==> config.mk <==
export PLATFORM = sky130hd
export DESIGN_NAME = modular_exponentiation_top
export DESIGN_NICKNAME = d
export VERILOG_FILES = /design/src/rtl/core/mexp_pkg.sv /design/src/rtl/core/mexp_cfg.sv /design/src/rtl/core/mexp_mulmod.sv /design/src/rtl/core/modular_exponentiation_top.sv
export SDC_FILE = /design/constraint.sdc
export NUM_CORES = 1
export LEC_CHECK = 0
export BUFFER_PORTS_ARGS = -buffer_cell sky130_fd_sc_hd__buf_2
export CORE_ASPECT_RATIO = 1.5
export CORE_MARGIN = 2
export CORE_UTILIZATION = 60
export DETAILED_ROUTE_END_ITERATION = 12
export GPL_ROUTABILITY_DRIVEN = 0
export GPL_TIMING_DRIVEN = 0
export PLACE_DENSITY = 0.81
export SLEW_MARGIN = 0
export SYNTH_ARGS = -nofsm -noshare
export SYNTH_HDL_FRONTEND = slang
export SYNTH_SLANG_ARGS = --single-unit
==> constraint.sdc <==
create_clock -name clk -period 8.6 [get_ports clk]
set_input_delay 1.29 -clock clk [delete_from_list [all_inputs] [get_ports clk]]
set_output_delay 1.29 -clock clk [all_outputs]
set_load 0.005 [all_outputs]
==> src/rtl/core/mexp_pkg.sv <==
// Shared types and constants for the modular exponentiation block.
`timescale 1ns / 1ps

package mexp_pkg;

  // Width of the base field; the multiply unit walks this many multiplier bits.
  localparam int BASE_W = 31;

  // Modulus after reset, before masking to the configured width.
  localparam logic [31:0] MOD_RESET = 32'd1000000007;

  // Fermat inverse uses exponent modulus minus this offset.
  localparam int FERMAT_OFFSET = 2;

  // Register index of the modulus (paddr[2] selects the register).
  localparam logic REG_MODULUS = 1'b0;

  // Operation modes.
  localparam logic MODE_POWER   = 1'b0;
  localparam logic MODE_INVERSE = 1'b1;

  // Status of the shared multiply-reduce unit.
  typedef struct packed {
    logic busy;
    logic done;
  } mm_stat_t;

endpackage

==> src/rtl/core/mexp_cfg.sv <==
// Configuration register file holding the modulus, APB-style access.
`timescale 1ns / 1ps

module mexp_cfg #(
  parameter int MOD_WIDTH = 31
) (
  input  logic                 clk,
  input  logic                 rst,
  input  logic                 psel,
  input  logic                 penable,
  input  logic                 pwrite,
  input  logic [2:0]           paddr,
  input  logic [31:0]          pwdata,
  output logic [31:0]          prdata,
  output logic                 pready,
  output logic [MOD_WIDTH-1:0] modulus
);

  logic wr_en;

  assign wr_en  = psel && penable && pwrite && (paddr[2] == mexp_pkg::REG_MODULUS);
  assign pready = 1'b1;

  always_ff @(posedge clk) begin
    if (rst) begin
      modulus <= MOD_WIDTH'(mexp_pkg::MOD_RESET);
    end else if (wr_en) begin
      modulus <= pwdata[MOD_WIDTH-1:0];
    end
  end

  always_comb begin
    if (paddr[2] == mexp_pkg::REG_MODULUS) begin
      prdata = 32'(modulus);
    end else begin
      prdata = 32'd0;
    end
  end

endmodule

==> src/rtl/core/mexp_mulmod.sv <==
// Bit-serial interleaved multiply-reduce unit: computes (a * b) mod m, a < m.
`timescale 1ns / 1ps

module mexp_mulmod #(
  parameter int MOD_WIDTH = 31
) (
  input  logic                        clk,
  input  logic                        rst,
  input  logic                        start,
  input  logic [MOD_WIDTH-1:0]        a,
  input  logic [mexp_pkg::BASE_W-1:0] b,
  input  logic [MOD_WIDTH-1:0]        m,
  output logic [MOD_WIDTH-1:0]        prod,
  output mexp_pkg::mm_stat_t          stat
);

  localparam int BW = mexp_pkg::BASE_W;
  localparam int CW = $clog2(BW);
  localparam int TW = MOD_WIDTH + 2;

  logic [MOD_WIDTH-1:0] acc;
  logic [MOD_WIDTH-1:0] a_r;
  logic [MOD_WIDTH-1:0] m_r;
  logic [BW-1:0]        b_r;
  logic [CW-1:0]        cnt;
  logic                 busy;
  logic                 done;
  logic [TW-1:0]        t1;
  logic [TW-1:0]        t2;
  logic [TW-1:0]        t3;
  logic [MOD_WIDTH-1:0] acc_next;

  // Double, add the partial product, then fold back below m (at most two subtracts).
  always_comb begin
    t1 = {1'b0, acc, 1'b0} + (b_r[BW-1] ? TW'(a_r) : TW'(0));
    t2 = (t1 >= TW'(m_r)) ? t1 - TW'(m_r) : t1;
    t3 = (t2 >= TW'(m_r)) ? t2 - TW'(m_r) : t2;
    acc_next = t3[MOD_WIDTH-1:0];
  end

  always_ff @(posedge clk) begin
    if (rst) begin
      busy <= 1'b0;
      done <= 1'b0;
      cnt  <= '0;
    end else begin
      done <= 1'b0;
      if (start) begin
        busy <= 1'b1;
        cnt  <= CW'(BW - 1);
      end else if (busy) begin
        cnt <= cnt - CW'(1);
        if (cnt == '0) begin
          busy <= 1'b0;
          done <= 1'b1;
        end
      end
    end
  end

  always_ff @(posedge clk) begin
    if (start) begin
      acc <= '0;
      a_r <= a;
      b_r <= b;
      m_r <= m;
    end else if (busy) begin
      acc <= acc_next;
      b_r <= {b_r[BW-2:0], 1'b0};
    end
  end

  assign prod      = acc;
  assign stat.busy = busy;
  assign stat.done = done;

endmodule

==> src/rtl/core/modular_exponentiation_top.sv <==
// Top level of the modular exponentiation block: sequencer, config and shared unit.
`timescale 1ns / 1ps

// Usage:
//   Operation channel (op_valid / op_stall, fields mode, base, exponent): one
//   transfer starts one computation. mode = power gives base^exponent mod
//   modulus; mode = inverse gives base^(modulus-2) mod modulus and ignores
//   exponent. Result channel (res_valid / res_stall, field result): one
//   transfer per operation, always fully reduced below the modulus; a
//   modulus of 0 or 1 gives 0 without starting the multiply unit.
//   Configuration: APB-style port, modulus at byte address 0. Write it only
//   while the block is idle.
//   One shared bit-serial multiply-reduce unit does all the work, walking all
//   31 multiplier bits for each modular multiply.
//   From the operation transfer, the unit first reduces the base; each
//   exponent bit up to the highest set bit then takes a check, a multiply
//   when the bit is set, and a square; a final check and the output load
//   finish the operation. One operation at a time; op_stall is high until
//   the result is in the output register, and the next operation can
//   transfer from then on.
//   Reset: holds op_stall, clears the sequencer, drops res_valid, loads 1000000007.
//   A stalled result holds in the output register; the next operation is
//   taken meanwhile and waits at its end until the register frees up.
module modular_exponentiation_top #(
  parameter int EXP_WIDTH = 32,
  parameter int MOD_WIDTH = 31
) (
  input  logic                        clk,
  input  logic                        rst,
  // operation channel
  input  logic                        op_valid,
  output logic                        op_stall,
  input  logic                        mode,
  input  logic [mexp_pkg::BASE_W-1:0] base,
  input  logic [EXP_WIDTH-1:0]        exponent,
  // result channel
  output logic                        res_valid,
  input  logic                        res_stall,
  output logic [MOD_WIDTH-1:0]        result,
  // configuration port
  input  logic                        psel,
  input  logic                        penable,
  input  logic                        pwrite,
  input  logic [2:0]                  paddr,
  input  logic [31:0]                 pwdata,
  output logic [31:0]                 prdata,
  output logic                        pready
);

  // Inverse mode uses the full modulus - 2, so the exponent register covers both.
  localparam int EW = (EXP_WIDTH > MOD_WIDTH) ? EXP_WIDTH : MOD_WIDTH;
  localparam int BW = mexp_pkg::BASE_W;

  localparam logic [2:0] S_IDLE = 3'd0;
  localparam logic [2:0] S_RED  = 3'd1;
  localparam logic [2:0] S_CHK  = 3'd2;
  localparam logic [2:0] S_MUL  = 3'd3;
  localparam logic [2:0] S_SQR  = 3'd4;
  localparam logic [2:0] S_OUT  = 3'd5;

  logic [2:0]           state;
  logic [MOD_WIDTH-1:0] modulus;
  logic [MOD_WIDTH-1:0] acc;      // running result
  logic [MOD_WIDTH-1:0] sq;       // running square
  logic [EW-1:0]        e;        // remaining exponent bits
  logic                 op_take;
  logic                 out_load;

  // shared unit hookup
  logic                 mm_start;
  logic [MOD_WIDTH-1:0] mm_a;
  logic [BW-1:0]        mm_b;
  logic [MOD_WIDTH-1:0] mm_prod;
  mexp_pkg::mm_stat_t   mm_stat;

  mexp_cfg #(
    .MOD_WIDTH (MOD_WIDTH)
  ) u_cfg (
    .clk     (clk),
    .rst     (rst),
    .psel    (psel),
    .penable (penable),
    .pwrite  (pwrite),
    .paddr   (paddr),
    .pwdata  (pwdata),
    .prdata  (prdata),
    .pready  (pready),
    .modulus (modulus)
  );

  mexp_mulmod #(
    .MOD_WIDTH (MOD_WIDTH)
  ) u_mulmod (
    .clk   (clk),
    .rst   (rst),
    .start (mm_start),
    .a     (mm_a),
    .b     (mm_b),
    .m     (modulus),
    .prod  (mm_prod),
    .stat  (mm_stat)
  );

  assign op_stall = rst || (state != S_IDLE);
  assign op_take  = op_valid && !op_stall;
  // Move the finished value into the output register once it is free.
  assign out_load = (state == S_OUT) && (!res_valid || !res_stall);

  // Pick the next job for the shared unit.
  always_comb begin
    mm_start = 1'b0;
    mm_a     = sq;
    mm_b     = BW'(sq);
    case (state)
      S_IDLE: begin
        // base mod m computed as 1 * base
        mm_start = op_take && (modulus >= MOD_WIDTH'(2));
        mm_a     = MOD_WIDTH'(1);
        mm_b     = base;
      end
      S_CHK: begin
        if (e != '0) begin
          mm_start = 1'b1;
          if (e[0]) begin
            mm_a = acc;
          end
        end
      end
      S_MUL: begin
        // square right after the multiply
        mm_start = mm_stat.done;
        mm_b     = BW'(sq);
        mm_a     = sq;
      end
      default: begin
        mm_start = 1'b0;
      end
    endcase
  end

  always_ff @(posedge clk) begin
    if (rst) begin
      state     <= S_IDLE;
      res_valid <= 1'b0;
    end else begin
      if (out_load) begin
        res_valid <= 1'b1;
      end else if (!res_stall) begin
        res_valid <= 1'b0;
      end
      case (state)
        S_IDLE: begin
          if (op_take) begin
            if (modulus < MOD_WIDTH'(2)) begin
              state <= S_OUT;
            end else begin
              state <= S_RED;
            end
          end
        end
        S_RED: begin
          if (mm_stat.done) begin
            state <= S_CHK;
          end
        end
        S_CHK: begin
          if (e == '0) begin
            state <= S_OUT;
          end else if (e[0]) begin
            state <= S_MUL;
          end else begin
            state <= S_SQR;
          end
        end
        S_MUL: begin
          if (mm_stat.done) begin
            state <= S_SQR;
          end
        end
        S_SQR: begin
          if (mm_stat.done) begin
            state <= S_CHK;
          end
        end
        S_OUT: begin
          if (out_load) begin
            state <= S_IDLE;
          end
        end
        default: begin
          state <= S_IDLE;
        end
      endcase
    end
  end

  // Datapath registers.
  always_ff @(posedge clk) begin
    case (state)
      S_IDLE: begin
        if (op_take) begin
          if (modulus < MOD_WIDTH'(2)) begin
            acc <= '0;
          end else begin
            acc <= MOD_WIDTH'(1);
          end
          if (mode == mexp_pkg::MODE_INVERSE) begin
            e <= EW'(modulus - MOD_WIDTH'(mexp_pkg::FERMAT_OFFSET));
          end else begin
            e <= EW'(exponent);
          end
        end
      end
      S_RED: begin
        if (mm_stat.done) begin
          sq <= mm_prod;
        end
      end
      S_MUL: begin
        if (mm_stat.done) begin
          acc <= mm_prod;
        end
      end
      S_SQR: begin
        if (mm_stat.done) begin
          sq <= mm_prod;
          e  <= e >> 1;
        end
      end
      default: begin
      end
    endcase
    if (out_load) begin
      result <= acc;
    end
  end

endmodule

==> report_table.html, run 1 <==
<table>
<tr><th>Metric</th><th>Value</th></tr>
<tr><th colspan="2">Global route</th></tr>
<tr><td>Pin count of the biggest net entering global routing</td><td>69</td></tr>
<tr><td>Number of antenna violations at the first check in global routing</td><td>0</td></tr>
<tr><td>Total congestion overflow</td><td>0</td></tr>
<tr><td>First-pass GRT wire length</td><td>74.40 mm</td></tr>
<tr><td>Via count of the first global-routing pass</td><td>14700</td></tr>
<tr><td>Aggregate global-route resource usage</td><td>30.90%</td></tr>
<tr><th colspan="2">Route</th></tr>
<tr><td>Number of remaining DRC errors</td><td>0</td></tr>
<tr><td>Drt total wl</td><td>approximately 49 mm</td></tr>
<tr><td>Via count</td><td>14960</td></tr>
<tr><td>Total iterations of the first detailed-routing run</td><td>6</td></tr>
<tr><td>Starting DRC count in detailed routing</td><td>~1100</td></tr>
<tr><td>Count of nets left with antenna violations after detail routing</td><td>0</td></tr>
<tr><td>Vias per inst</td><td>6.097</td></tr>
<tr><td>Wire per inst</td><td>20.00 um</td></tr>
<tr><th colspan="2">STA</th></tr>
<tr><td>Number of pins exceeding their max-slew limit in the final report</td><td>0</td></tr>
<tr><td>Maximum frequency from static timing analysis</td><td>about 120 MHz</td></tr>
<tr><td>Transition time at the pin with the least slew margin</td><td>0.9378 ns</td></tr>
<tr><td>Time the final worst path needs with I/O delays and setup</td><td>8.509 ns</td></tr>
<tr><td>Setup-failing EPs final</td><td>0</td></tr>
<tr><td>Final Hold Fails</td><td>0</td></tr>
<tr><td>Final Cycle Share</td><td>98.94%</td></tr>
<tr><td>Setup Total Neg Slack</td><td>0 ns</td></tr>
<tr><td>Setup skew after layout</td><td>0.01191 ns</td></tr>
<tr><td>Remaining max-slew budget at the tightest pin</td><td>37.21%</td></tr>
<tr><th colspan="2">Setup path</th></tr>
<tr><td>Required time of the critical path</td><td>~9 ns</td></tr>
<tr><td>Data arrival time of the critical path</td><td>roughly 9 ns</td></tr>
<tr><td>Worst Path Class, Setup</td><td>flop to flop</td></tr>
<tr><td>Largest incremental delay on the critical path</td><td>0.44 ns</td></tr>
<tr><td>Cell family contributing the most delay on the critical path</td><td>compound AO/OA/AOI/OAI gates</td></tr>
<tr><td>Element type at the critical path end</td><td>flop</td></tr>
<tr><td>Worst path bufs/invs</td><td>7</td></tr>
<tr><td>Critical Path Start Type</td><td>flop</td></tr>
<tr><td>Startpoint of the most critical setup path</td><td>u_mulmod.b_r[30]</td></tr>
<tr><td>Maximum net fanout on the critical path</td><td>10</td></tr>
<tr><td>Crit Reg-Reg Startpoint</td><td>u_mulmod.b_r[30]</td></tr>
<tr><td>Critical-path top delay cell</td><td>sky130_fd_sc_hd__edfxtp_1</td></tr>
<tr><th colspan="2">Synth</th></tr>
<tr><td>Async set or reset register ratio after synthesis</td><td>0%</td></tr>
<tr><td>Number of enable-type register cells in the synthesized netlist</td><td>218</td></tr>
<tr><td>Yosys top cell area share</td><td>37.02%</td></tr>
<tr><td>Count of unique library cells instantiated by Yosys</td><td>80</td></tr>
<tr><td>Post-synthesis sequential area ratio</td><td>between 40% and 50%</td></tr>
<tr><td>Top_reg_cell synth</td><td>sky130_fd_sc_hd__edfxtp_1</td></tr>
<tr><td>Most instantiated cells after synthesis</td><td>sky130_fd_sc_hd__nand2_1 (235), sky130_fd_sc_hd__edfxtp_1 (218), sky130_fd_sc_hd__o21ai_0 (161), sky130_fd_sc_hd__a21oi_1 (122), sky130_fd_sc_hd__ha_1 (95)</td></tr>
<tr><td>Count of yosys warnings during synthesis</td><td>0</td></tr>
<tr><td>Synthesized area divided by synthesized cell count</td><td>9.720 um2</td></tr>
<tr><td>Dominant cell by count in the synthesized netlist</td><td>sky130_fd_sc_hd__nand2_1</td></tr>
<tr><td>Synthesized Nets</td><td>around 2000</td></tr>
<tr><td>Main area contributors after synthesis</td><td>sky130_fd_sc_hd__edfxtp_1 (37%), sky130_fd_sc_hd__dfxtp_1 (8.3%), sky130_fd_sc_hd__ha_1 (6.7%)</td></tr>
<tr><td>Cell taking the most area after synthesis</td><td>sky130_fd_sc_hd__edfxtp_1</td></tr>
<tr><td>Synthesized netlist cell count</td><td>1819</td></tr>
<tr><td>Total of flip-flops plus latches after synthesis</td><td>291</td></tr>
<tr><td>Netlist area before placement</td><td>17680 um2</td></tr>
<tr><th colspan="2">Cells and area</th></tr>
<tr><td>Fraction of final layout cells with drive strength greater than 1</td><td>between 10% and 20%</td></tr>
<tr><td>Inserted Diodes</td><td>0</td></tr>
<tr><td>Signed area change from the synthesized netlist to the final layout</td><td>16.47%</td></tr>
<tr><td>Final #Nets</td><td>2244</td></tr>
<tr><td>Share of the core filled with cells</td><td>a little over two thirds</td></tr>
<tr><th colspan="2">Floorplan</th></tr>
<tr><td>Top-level port count</td><td>172</td></tr>
<tr><td>Die boundary width</td><td>144.2 um</td></tr>
<tr><td>Placeable Area</td><td>29290 um2</td></tr>
<tr><td>Total number of placement rows</td><td>77</td></tr>
<tr><td>Die footprint</td><td>30880 um2</td></tr>
<tr><td>Die extent in y</td><td>214.2 um</td></tr>
<tr><td>Starting density of the core</td><td>60.37%</td></tr>
<tr><th colspan="2">Worst hold path</th></tr>
<tr><td>Type of the tightest min-delay check</td><td>flop to flop</td></tr>
<tr><td>Worst Hold Launch</td><td>acc[28]</td></tr>
<tr><th colspan="2">CTS</th></tr>
<tr><td>Clock sink count</td><td>291</td></tr>
<tr><td>Clock-pin slew reported for the worst setup and hold paths after clock tree synthesis</td><td>0.07 ns</td></tr>
<tr><td>Source-to-sink clock delay at the later pin of the worst-skew pair</td><td>0.55 ns</td></tr>
<tr><td>CTS Root Cell</td><td>sky130_fd_sc_hd__clkbuf_16</td></tr>
<tr><td>Maximum count of clock buffers along a single path</td><td>3</td></tr>
<tr><td>Number of H-tree branching levels</td><td>1</td></tr>
<tr><td>Inserted Clock Buffers</td><td>27</td></tr>
<tr><td>TritonCTS clock tree</td><td>done</td></tr>
<tr><th colspan="2">Power and ir drop</th></tr>
<tr><td>Highest ir drop seen on vdd</td><td>263.9 uV</td></tr>
<tr><td>Pwr/cell area</td><td>435.6 nW/um2</td></tr>
<tr><td>Leakage</td><td>8.374 nW</td></tr>
<tr><th colspan="2">Placed design</th></tr>
<tr><td>Count of buffers from port buffering</td><td>164</td></tr>
<tr><td>HPWL reported at the end of detailed placement</td><td>37.40 mm</td></tr>
<tr><th colspan="2">Status</th></tr>
<tr><td>Result of the run</td><td>complete, no violations</td></tr>
<tr><th colspan="2">Run</th></tr>
<tr><td>Max cap viols</td><td>0</td></tr>
</table>
[metrics by stage]
step	setup slack, ns	total power (W)	area, um2	instances	hold slack [ns]
after CTS	-0.003902	0.008276	20150	2437	0.4520
after global placement	-1.574	0.006739	19000	2378	0.4346
after floorplan	1.131	0.005713	17680	1819	0.4264
after detailed placement	-1.779	0.006911	19090	2382	0.4379
after global routing	-0.1642	0.009477	20590	2454	0.4587
final	0.09147	0.008971	20590	2454	0.4475
[layout by cell type (no fill, tap or decap), types with 34 or more instances in the layout]
master and count:
sky130_fd_sc_hd__dfxtp_1 73, sky130_fd_sc_hd__inv_1 78, sky130_fd_sc_hd__xnor2_1 65, sky130_fd_sc_hd__nand2_1 233, sky130_fd_sc_hd__and2_1 66, sky130_fd_sc_hd__edfxtp_1 218, sky130_fd_sc_hd__buf_4 34, sky130_fd_sc_hd__mux2i_1 47
sky130_fd_sc_hd__ha_1 83, sky130_fd_sc_hd__nor2b_1 36, sky130_fd_sc_hd__buf_2 168, sky130_fd_sc_hd__clkbuf_1 59, sky130_fd_sc_hd__nor2_1 71, sky130_fd_sc_hd__o21ai_0 153, sky130_fd_sc_hd__a21oi_1 115
[path summary, 6_finish.rpt]
| kind | endpoint | slack [ns] | cells past startpoint |
|---|---|---|---|
| max | u_mulmod.prod[19] | 0.09 | 38 |
| min | result[28] | 0.45 | 0 |
| max reg2reg | u_mulmod.prod[19] | 0.09 | 38 |
| min reg2reg | result[28] | 0.45 | 0 |
[cell type report]
cell class / count / area (um2)
inverter: 80 / 301.5
clock inverter: 16 / 168.9
tap: 395 / 494.2
fill: 2182 / 8695
multi-input combinational: 1366 / 9413
sequential: 291 / 8008
buffer: 78 / 387.9
timing repair buffer: 196 / 1126
clock buffer: 32 / 694.4
[state kept, by name, summed over array words and instances (netlist names)]
| name | cells |
|---|---|
| acc | 31 |
| e | 32 |
| res_valid | 1 |
| result | 31 |
| sq | 31 |
| state | 3 |
| u_cfg.modulus | 31 |
| u_mulmod.a_r | 31 |
| u_mulmod.b_r | 31 |
| u_mulmod.busy | 1 |
| u_mulmod.cnt | 5 |
| u_mulmod.done | 1 |
| u_mulmod.m_r | 31 |
| u_mulmod.prod | 31 |
[routing by layer]
metal	wire (um)	share of wire [%]	vias to the layer above	global-route usage [%]
met5	0	0	-	0
met4	3780	7.7	0	19.51
met3	2854	5.8	173	3.819
met2	24520	50	675	55.30
met1	17910	37	7024	34.11
li1	-	-	7089	-
[cell families after synthesis]
group                    count (synthesis)  synth area share [%]
adder cells (fa/ha/maj)                 98                 7.063
multiplexers                            83                 4.897
other                                    2               0.04248
AND/OR/NAND/NOR                        588                 16.55
buffers and inverters                  162                 3.651
flip-flops                             291                 45.29
AO/OA/AOI/OAI                          495                 17.56
XOR/XNOR                               100                 4.954
[what timing repair did]
| item | CTS | global route |
|---|---|---|
| endpoints found under the hold margin | 0 | 0 |
| hold buffers | 0 | 0 |
| setup buffers | 7 | 19 |
| pin swaps | 7 | 30 |
| gates resized for setup | 37 | 70 |
| cloned | 0 | 0 |
| endpoints found under the setup margin | 31 | 31 |
[worst register-to-register path, delay by kind of cell (launching register included)]
family | cells | cell delay (ns)
AO/OA/AOI/OAI | 11 | 2.50
AND/OR/NAND/NOR | 13 | 2.18
buffers and inverters | 7 | 1.18
flip-flops | 1 | 0.44
XOR/XNOR | 1 | 0.16
multiplexers | 2 | 0.68
adder cells (fa/ha/maj) | 4 | 1.23
[report_power, final]
group	internal (W)	switching (W)
combinational	0.00245	0.00339
clock	0.000669	0.000524
sequential	0.00178	0.000157
total	0.00490	0.00407
Note: power is estimated with default switching activity, not from simulation.
==> inputs of run 2 (changes only) <==
Settings changed: ABC_AREA set to 0, CORE_UTILIZATION 60 to 40, PLACE_DENSITY 0.81 to unset.
==> report_table.html, run 2 (synthesis results as in run 1) <==
<table>
<tr><th>Metric</th><th>Value</th></tr>
<tr><th colspan="2">Setup path</th></tr>
<tr><td>Required time of the critical path</td><td>9.11 ns (+0.11 ns)</td></tr>
<tr><td>Worst path bufs/invs</td><td>6 (-1)</td></tr>
<tr><td>Maximum net fanout on the critical path</td><td>10 (unchanged)</td></tr>
<tr><td>Largest incremental delay on the critical path</td><td>0.44 ns (about the same)</td></tr>
<tr><td>Critical-path top delay cell</td><td>sky130_fd_sc_hd__edfxtp_1</td></tr>
<tr><td>Element type at the critical path end</td><td>flop</td></tr>
<tr><td>Critical Path Start Type</td><td>flop</td></tr>
<tr><td>Worst Path Class, Setup</td><td>flop to flop</td></tr>
<tr><td>Cell family contributing the most delay on the critical path</td><td>compound AO/OA/AOI/OAI gates</td></tr>
<tr><td>Data arrival time of the critical path</td><td>8.82 ns (-0.09 ns)</td></tr>
<tr><th colspan="2">CTS</th></tr>
<tr><td>Clock-pin slew reported for the worst setup and hold paths after clock tree synthesis</td><td>0.07 ns (about the same)</td></tr>
<tr><td>CTS Root Cell</td><td>sky130_fd_sc_hd__clkbuf_16</td></tr>
<tr><td>Maximum count of clock buffers along a single path</td><td>3 (unchanged)</td></tr>
<tr><td>Clock sink count</td><td>291 (unchanged)</td></tr>
<tr><td>Source-to-sink clock delay at the later pin of the worst-skew pair</td><td>0.57 ns (+0.02 ns)</td></tr>
<tr><td>Inserted Clock Buffers</td><td>29 (+7.4%)</td></tr>
<tr><td>Number of H-tree branching levels</td><td>1 (unchanged)</td></tr>
<tr><td>Number of hold-repair buffers added at the cts stage</td><td>0 (unchanged)</td></tr>
<tr><td>TritonCTS clock tree</td><td>done</td></tr>
<tr><th colspan="2">Global route</th></tr>
<tr><td>Number of antenna violations at the first check in global routing</td><td>0 (unchanged)</td></tr>
<tr><td>Pin count of the biggest net entering global routing</td><td>69 (unchanged)</td></tr>
<tr><td>Aggregate global-route resource usage</td><td>21.79% (-9.1 points)</td></tr>
<tr><td>Total congestion overflow</td><td>0 (unchanged)</td></tr>
<tr><td>Via count of the first global-routing pass</td><td>14400 (-2.0%)</td></tr>
<tr><td>First-pass GRT wire length</td><td>78.16 mm (+5.1%)</td></tr>
<tr><th colspan="2">Cells and area</th></tr>
<tr><td>Final #Nets</td><td>2241 (-0.13%)</td></tr>
<tr><td>Commonest non-fill, non-tap cells in the layout</td><td>sky130_fd_sc_hd__nand2_1 (233), sky130_fd_sc_hd__edfxtp_1 (218), sky130_fd_sc_hd__buf_2 (168), sky130_fd_sc_hd__o21ai_0 (158), sky130_fd_sc_hd__a21oi_1 (115)</td></tr>
<tr><td>Multi-input gate area</td><td>9361 um2 (-0.55%)</td></tr>
<tr><td>Signed area change from the synthesized netlist to the final layout</td><td>17.37%</td></tr>
<tr><td>Fill cell total of the finished layout</td><td>4223 (+94%)</td></tr>
<tr><td>Number of flip-flops under the largest register name</td><td>32 (unchanged)</td></tr>
<tr><td>Share of the core filled with cells</td><td>47.43% (-23 points)</td></tr>
<tr><td>Combined flip-flop and latch cell area</td><td>8008 um2 (unchanged)</td></tr>
<tr><td>Fraction of final layout cells with drive strength greater than 1</td><td>17.15% (-0.48 points)</td></tr>
<tr><td>Inserted Diodes</td><td>0 (unchanged)</td></tr>
<tr><td>Most common cell after layout, fill and taps aside</td><td>sky130_fd_sc_hd__nand2_1</td></tr>
<tr><td>Register name with the most flops</td><td>e</td></tr>
<tr><th colspan="2">Route</th></tr>
<tr><td>Wire per inst</td><td>19.23 um (-3.9%)</td></tr>
<tr><td>Number of remaining DRC errors</td><td>0 (unchanged)</td></tr>
<tr><td>Via count</td><td>14240 (-4.8%)</td></tr>
<tr><td>Starting DRC count in detailed routing</td><td>650 (-40%)</td></tr>
<tr><td>Vias per inst</td><td>5.408 (-11%)</td></tr>
<tr><td>Drt total wl</td><td>50.64 mm (+3.2%)</td></tr>
<tr><td>Total iterations of the first detailed-routing run</td><td>4 (-2)</td></tr>
<tr><td>Count of nets left with antenna violations after detail routing</td><td>0 (unchanged)</td></tr>
<tr><th colspan="2">STA</th></tr>
<tr><td>Setup Total Neg Slack</td><td>0 ns (unchanged)</td></tr>
<tr><td>Transition time at the pin with the least slew margin</td><td>0.9917 ns (+0.05388 ns)</td></tr>
<tr><td>Remaining max-slew budget at the tightest pin</td><td>33.64% (-3.6 points)</td></tr>
<tr><td>Final Hold Fails</td><td>0 (unchanged)</td></tr>
<tr><td>Setup skew after layout</td><td>0.01910 ns (+0.007190 ns)</td></tr>
<tr><td>Time the final worst path needs with I/O delays and setup</td><td>8.310 ns (-0.1989 ns)</td></tr>
<tr><td>Final Cycle Share</td><td>96.62% (-2.3 points)</td></tr>
<tr><td>Number of pins exceeding their max-slew limit in the final report</td><td>0 (unchanged)</td></tr>
<tr><td>Maximum frequency from static timing analysis</td><td>120.3 MHz (+2.4%)</td></tr>
<tr><td>Setup-failing EPs final</td><td>0 (unchanged)</td></tr>
<tr><td>Worst setup margin</td><td>0.2903 ns (+0.1989 ns)</td></tr>
<tr><th colspan="2">Floorplan</th></tr>
<tr><td>Top-level port count</td><td>172 (unchanged)</td></tr>
<tr><td>Die footprint</td><td>45930 um2 (+49%)</td></tr>
<tr><td>Placeable Area</td><td>43750 um2 (+49%)</td></tr>
<tr><td>Die boundary width</td><td>175.7 um (+22%)</td></tr>
<tr><td>Total number of placement rows</td><td>94 (+22%)</td></tr>
<tr><td>Starting density of the core</td><td>40.41% (-20 points)</td></tr>
<tr><td>Die extent in y</td><td>261.5 um (+22%)</td></tr>
<tr><th colspan="2">Status</th></tr>
<tr><td>Result of the run</td><td>complete, no violations</td></tr>
<tr><th colspan="2">Power and ir drop</th></tr>
<tr><td>Overall Power</td><td>0.008631 W (-3.8%)</td></tr>
<tr><td>Pwr/cell area</td><td>415.9 nW/um2 (-4.5%)</td></tr>
<tr><td>Highest ir drop seen on vdd</td><td>226.1 uV (-14%)</td></tr>
<tr><td>Leakage</td><td>8.389 nW (+0.18%)</td></tr>
<tr><th colspan="2">Worst hold path</th></tr>
<tr><td>Type of the tightest min-delay check</td><td>flop to flop</td></tr>
<tr><th colspan="2">Run</th></tr>
<tr><td>Max cap viols</td><td>0 (unchanged)</td></tr>
<tr><th colspan="2">Placed design</th></tr>
<tr><td>Worst slack, placed</td><td>-1.998 ns (-0.2188 ns)</td></tr>
<tr><td>Count of buffers from port buffering</td><td>164 (unchanged)</td></tr>
<tr><td>HPWL reported at the end of detailed placement</td><td>40.05 mm (+7.1%)</td></tr>
</table>
[run 2: layout make-up]
| class | instances | area share (%) |
|---|---|---|
| flip-flops and latches | 291 | 38.59 |
| multi-input cells | 1366 | 45.11 |
| repair buffers | 192 | 5.203 |
| clock buffers | 31 | 3.533 |
| clock inverters | 21 | 0.7717 |
| well taps | 576 | 3.473 |
| plain buffers | 77 | 1.863 |
| inverters | 80 | 1.459 |
[run 2: repair_timing]
| item | in CTS | in global routing |
|---|---|---|
| buffers inserted | 10 | 12 |
| setup endpoints to repair | 31 | 31 |
| resized for setup | 41 | 45 |
| pin swaps | 11 | 23 |
[run 2: path summary, 6_finish.rpt]
check | endpoint | from | depth (start not counted) | slack, ns
setup reg to reg | u_mulmod.prod[28] | u_mulmod.b_r[30] | 38 | 0.29
setup / recovery | u_mulmod.prod[28] | u_mulmod.b_r[30] | 38 | 0.29
hold reg to reg | result[25] | acc[25] | 0 | 0.45
hold / removal | result[25] | acc[25] | 0 | 0.45
[run 2: stage by stage]
step           hold slack [ns]  std cells  area, um2
2_1_floorplan           0.4264       1819      17680
3_3_place_gp            0.4371       2559      19220
3_5_place_dp            0.4364       2565      19340
4_1_cts                 0.4472       2625      20480
5_1_grt                 0.4656       2634      20750
6_report                0.4488       2634      20750
[run 2: worst register-to-register path, delay by kind of cell, from the launching register on]
kind,cells,cell delay (ns)
AO/OA/AOI/OAI,15,3.49
AND/OR/NAND/NOR,11,1.82
adder cells (fa/ha/maj),4,1.07
buffers and inverters,6,1.01
flip-flops,1,0.44
multiplexers,1,0.29
XOR/XNOR,1,0.13
[run 2: metal layers]
| layer | wire (um) | global-route usage (%) | vias up |
|---|---|---|---|
| met4 | 2347 | 10.22 | 0 |
| met2 | 25990 | 40.80 | 388 |
| met5 | 0 | 0 | - |
| met3 | 1872 | 1.800 | 98 |
| li1 | - | - | 7092 |
| met1 | 20430 | 25.04 | 6666 |
[run 2: report_power, final]
part	switching [W]	total (W)	internal (W)
clock network	0.000558	0.00123	0.000675
logic	0.00314	0.00546	0.00232
registers	0.000157	0.00194	0.00178
==> inputs of run 3 (changes only) <==
Settings changed: RECOVER_POWER set to 50.
==> report_table.html, run 3 (synthesis results as in run 1) <==
<table>
<tr><th>Metric</th><th>Value</th></tr>
<tr><th colspan="2">Status</th></tr>
<tr><td>Result of the run</td><td>complete, but fails checks</td></tr>
<tr><td>Violations in the final reports</td><td>capacitance limit, slew limit</td></tr>
<tr><th colspan="2">Route</th></tr>
<tr><td>Number of remaining DRC errors</td><td>0 (unchanged)</td></tr>
<tr><td>Count of nets left with antenna violations after detail routing</td><td>0 (unchanged)</td></tr>
<tr><td>Total iterations of the first detailed-routing run</td><td>5 (+1)</td></tr>
<tr><td>Wire per inst</td><td>19.27 um (+0.22%)</td></tr>
<tr><td>Vias per inst</td><td>5.399 (-0.15%)</td></tr>
<tr><td>Via count</td><td>14220 (-0.15%)</td></tr>
<tr><td>Drt total wl</td><td>50.75 mm (+0.22%)</td></tr>
<tr><td>Starting DRC count in detailed routing</td><td>633 (-2.6%)</td></tr>
<tr><th colspan="2">CTS</th></tr>
<tr><td>Maximum count of clock buffers along a single path</td><td>3 (unchanged)</td></tr>
<tr><td>Number of H-tree branching levels</td><td>1 (unchanged)</td></tr>
<tr><td>Clock-pin slew reported for the worst setup and hold paths after clock tree synthesis</td><td>0.07 ns (about the same)</td></tr>
<tr><td>Source-to-sink clock delay at the later pin of the worst-skew pair</td><td>0.57 ns (about the same)</td></tr>
<tr><td>CTS Root Cell</td><td>sky130_fd_sc_hd__clkbuf_16</td></tr>
<tr><td>Clock sink count</td><td>291 (unchanged)</td></tr>
<tr><td>Inserted Clock Buffers</td><td>29 (unchanged)</td></tr>
<tr><td>TritonCTS clock tree</td><td>done</td></tr>
<tr><th colspan="2">Floorplan</th></tr>
<tr><td>Die extent in y</td><td>261.5 um (unchanged)</td></tr>
<tr><td>Placeable Area</td><td>43750 um2 (unchanged)</td></tr>
<tr><td>Die footprint</td><td>45930 um2 (unchanged)</td></tr>
<tr><td>Top-level port count</td><td>172 (unchanged)</td></tr>
<tr><td>Total number of placement rows</td><td>94 (unchanged)</td></tr>
<tr><td>Die boundary width</td><td>175.7 um (unchanged)</td></tr>
<tr><td>Starting density of the core</td><td>40.41% (unchanged)</td></tr>
<tr><th colspan="2">STA</th></tr>
<tr><td>Setup Total Neg Slack</td><td>0 ns (unchanged)</td></tr>
<tr><td>Setup skew after layout</td><td>0.02096 ns (+0.001862 ns)</td></tr>
<tr><td>Final Cycle Share</td><td>96.66% (about the same)</td></tr>
<tr><td>Setup-failing EPs final</td><td>0 (unchanged)</td></tr>
<tr><td>Remaining max-slew budget at the tightest pin</td><td>-6.676% (-40 points)</td></tr>
<tr><td>Transition time at the pin with the least slew margin</td><td>1.600 ns (+0.6085 ns)</td></tr>
<tr><td>Time the final worst path needs with I/O delays and setup</td><td>8.313 ns (+0.003463 ns)</td></tr>
<tr><td>Maximum frequency from static timing analysis</td><td>120.3 MHz (about the same)</td></tr>
<tr><td>Number of pins exceeding their max-slew limit in the final report</td><td>28 (+28)</td></tr>
<tr><td>Final Hold Fails</td><td>0 (unchanged)</td></tr>
<tr><th colspan="2">Power and ir drop</th></tr>
<tr><td>Highest ir drop seen on vdd</td><td>227.4 uV (+0.55%)</td></tr>
<tr><td>Overall Power</td><td>0.008632 W (about the same)</td></tr>
<tr><td>Pwr/cell area</td><td>418.1 nW/um2 (+0.51%)</td></tr>
<tr><td>Leakage</td><td>8.279 nW (-1.3%)</td></tr>
<tr><th colspan="2">Cells and area</th></tr>
<tr><td>Count of placed standard cells in the final layout, fillers left out</td><td>2634 (unchanged)</td></tr>
<tr><td>Number of flip-flops under the largest register name</td><td>32 (unchanged)</td></tr>
<tr><td>Signed area change from the synthesized netlist to the final layout</td><td>16.78%</td></tr>
<tr><td>Most common cell after layout, fill and taps aside</td><td>sky130_fd_sc_hd__nand2_1</td></tr>
<tr><td>Commonest non-fill, non-tap cells in the layout</td><td>sky130_fd_sc_hd__nand2_1 (233), sky130_fd_sc_hd__edfxtp_1 (218), sky130_fd_sc_hd__o21ai_0 (158), sky130_fd_sc_hd__buf_2 (148), sky130_fd_sc_hd__a21oi_1 (116)</td></tr>
<tr><td>Final #Nets</td><td>2241 (unchanged)</td></tr>
<tr><td>Inserted Diodes</td><td>0 (unchanged)</td></tr>
<tr><td>Fraction of final layout cells with drive strength greater than 1</td><td>15.74% (-1.4 points)</td></tr>
<tr><td>Fin area</td><td>20650 um2 (-0.51%)</td></tr>
<tr><td>Register name with the most flops</td><td>e</td></tr>
<tr><th colspan="2">Global route</th></tr>
<tr><td>Via count of the first global-routing pass</td><td>14400 (unchanged)</td></tr>
<tr><td>Aggregate global-route resource usage</td><td>21.79% (unchanged)</td></tr>
<tr><td>Number of antenna violations at the first check in global routing</td><td>0 (unchanged)</td></tr>
<tr><td>First-pass GRT wire length</td><td>78.16 mm (unchanged)</td></tr>
<tr><td>Pin count of the biggest net entering global routing</td><td>69 (unchanged)</td></tr>
<tr><td>Total congestion overflow</td><td>0 (unchanged)</td></tr>
<tr><th colspan="2">Placed design</th></tr>
<tr><td>HPWL reported at the end of detailed placement</td><td>40.05 mm (unchanged)</td></tr>
<tr><td>Count of buffers from port buffering</td><td>164 (unchanged)</td></tr>
<tr><td>Placed Area</td><td>19340 um2 (unchanged)</td></tr>
<tr><td>Placed cell count</td><td>2565 (unchanged)</td></tr>
<tr><th colspan="2">Setup path</th></tr>
<tr><td>Critical-path top delay cell</td><td>sky130_fd_sc_hd__edfxtp_1</td></tr>
<tr><td>Required time of the critical path</td><td>9.11 ns (about the same)</td></tr>
<tr><td>Register-to-Register Setup Slack</td><td>0.29 ns (about the same)</td></tr>
<tr><td>Element type at the critical path end</td><td>flop</td></tr>
<tr><td>Maximum net fanout on the critical path</td><td>10 (unchanged)</td></tr>
<tr><td>R2r worst-path depth</td><td>38 (unchanged)</td></tr>
<tr><td>Worst Path Class, Setup</td><td>flop to flop</td></tr>
<tr><td>Data arrival time of the critical path</td><td>8.83 ns (about the same)</td></tr>
<tr><td>Largest incremental delay on the critical path</td><td>0.44 ns (about the same)</td></tr>
<tr><td>Critical Path Start Type</td><td>flop</td></tr>
<tr><td>Reg-to-reg critical path endpoint</td><td>u_mulmod.prod[28]</td></tr>
<tr><td>Crit Reg-Reg Startpoint</td><td>u_mulmod.b_r[30]</td></tr>
<tr><th colspan="2">Run</th></tr>
<tr><td>Max cap viols</td><td>1 (+1)</td></tr>
<tr><th colspan="2">Worst hold path</th></tr>
<tr><td>Hold depth</td><td>0 (unchanged)</td></tr>
<tr><td>Worst hold path endpoint</td><td>result[25]</td></tr>
<tr><td>Type of the tightest min-delay check</td><td>flop to flop</td></tr>
<tr><td>Worst Hold Launch</td><td>acc[25]</td></tr>
</table>
==> run 3: changes by cell type in the layout (fill, tap and decap cells not counted), sizes merged <==
cell and delta:
buf -25, clkbuf +25
==> run 3: worst max-delay path: cells and delay by family (launching register included) <==
family	cells	cell delay, ns
fa+ha+maj	4	1.07
flops	1	0.44
xor+xnor	1	0.13
simple gates	11	1.82
compound gates	15	3.46
buf+inv	6	1.01
mux	1	0.28
==> run 3: worst max path at each step <==
stage	start	to	slack, ns	depth (start not counted)
after global placement	u_mulmod.b_r[30]	u_mulmod.prod[26]	-1.86	34
after detailed placement	u_mulmod.b_r[30]	u_mulmod.prod[17]	-2.00	34
final	u_mulmod.b_r[30]	u_mulmod.prod[28]	0.29	38
after global routing	u_mulmod.b_r[30]	u_mulmod.prod[19]	-0.04	36
after floorplan	u_mulmod.b_r[30]	u_mulmod.prod[10]	1.13	35
after CTS	u_mulmod.b_r[30]	u_mulmod.prod[6]	0.02	36
==> run 3: layout make-up <==
type | instances | area [um2]
buffer | 77 | 385.4
clock buffer | 31 | 733.2
clock inverter | 21 | 160.2
fill | 4246 | 23100
inverter | 80 | 302.8
multi-input combinational | 1366 | 9323
sequential | 291 | 8008
tap | 576 | 720.7
timing repair buffer | 192 | 1015
==> run 3: timing repair <==
item / in CTS / in global routing
endpoints found under the setup margin: 31 / 31
pin swaps: 11 / 23
buffers inserted: 10 / 12
hold endpoints to repair: 0 / 0
hold buffers: 0 / 0
gates resized for setup: 41 / 45
==> run 3: per-stage QoR <==
stage,worst slack [ns],hold WS (ns),util (%)
4_1_cts,0.01911,0.4472,46.80
5_1_grt,-0.04366,0.4656,47.19
2_1_floorplan,1.131,0.4264,-
3_5_place_dp,-1.998,0.4364,44.20
3_3_place_gp,-1.864,0.4371,43.93
6_report,0.2869,0.4492,47.19
==> run 3: power by group <==
group          internal, W  total (W)  switching [W]
registers          0.00178    0.00194       0.000159
clock network     0.000675    0.00123       0.000556
logic              0.00232    0.00546        0.00314
total              0.00478    0.00863        0.00386
==> run 3: per-layer routing <==
layer  vias up  share of wire, %  global-route usage (%)
li1       7088                 -                       -
met1      6636                40                   25.04
met5         -                 0                       0
met3       106               3.8                   1.800
met2       392                51                   40.80
met4         0               4.8                   10.22
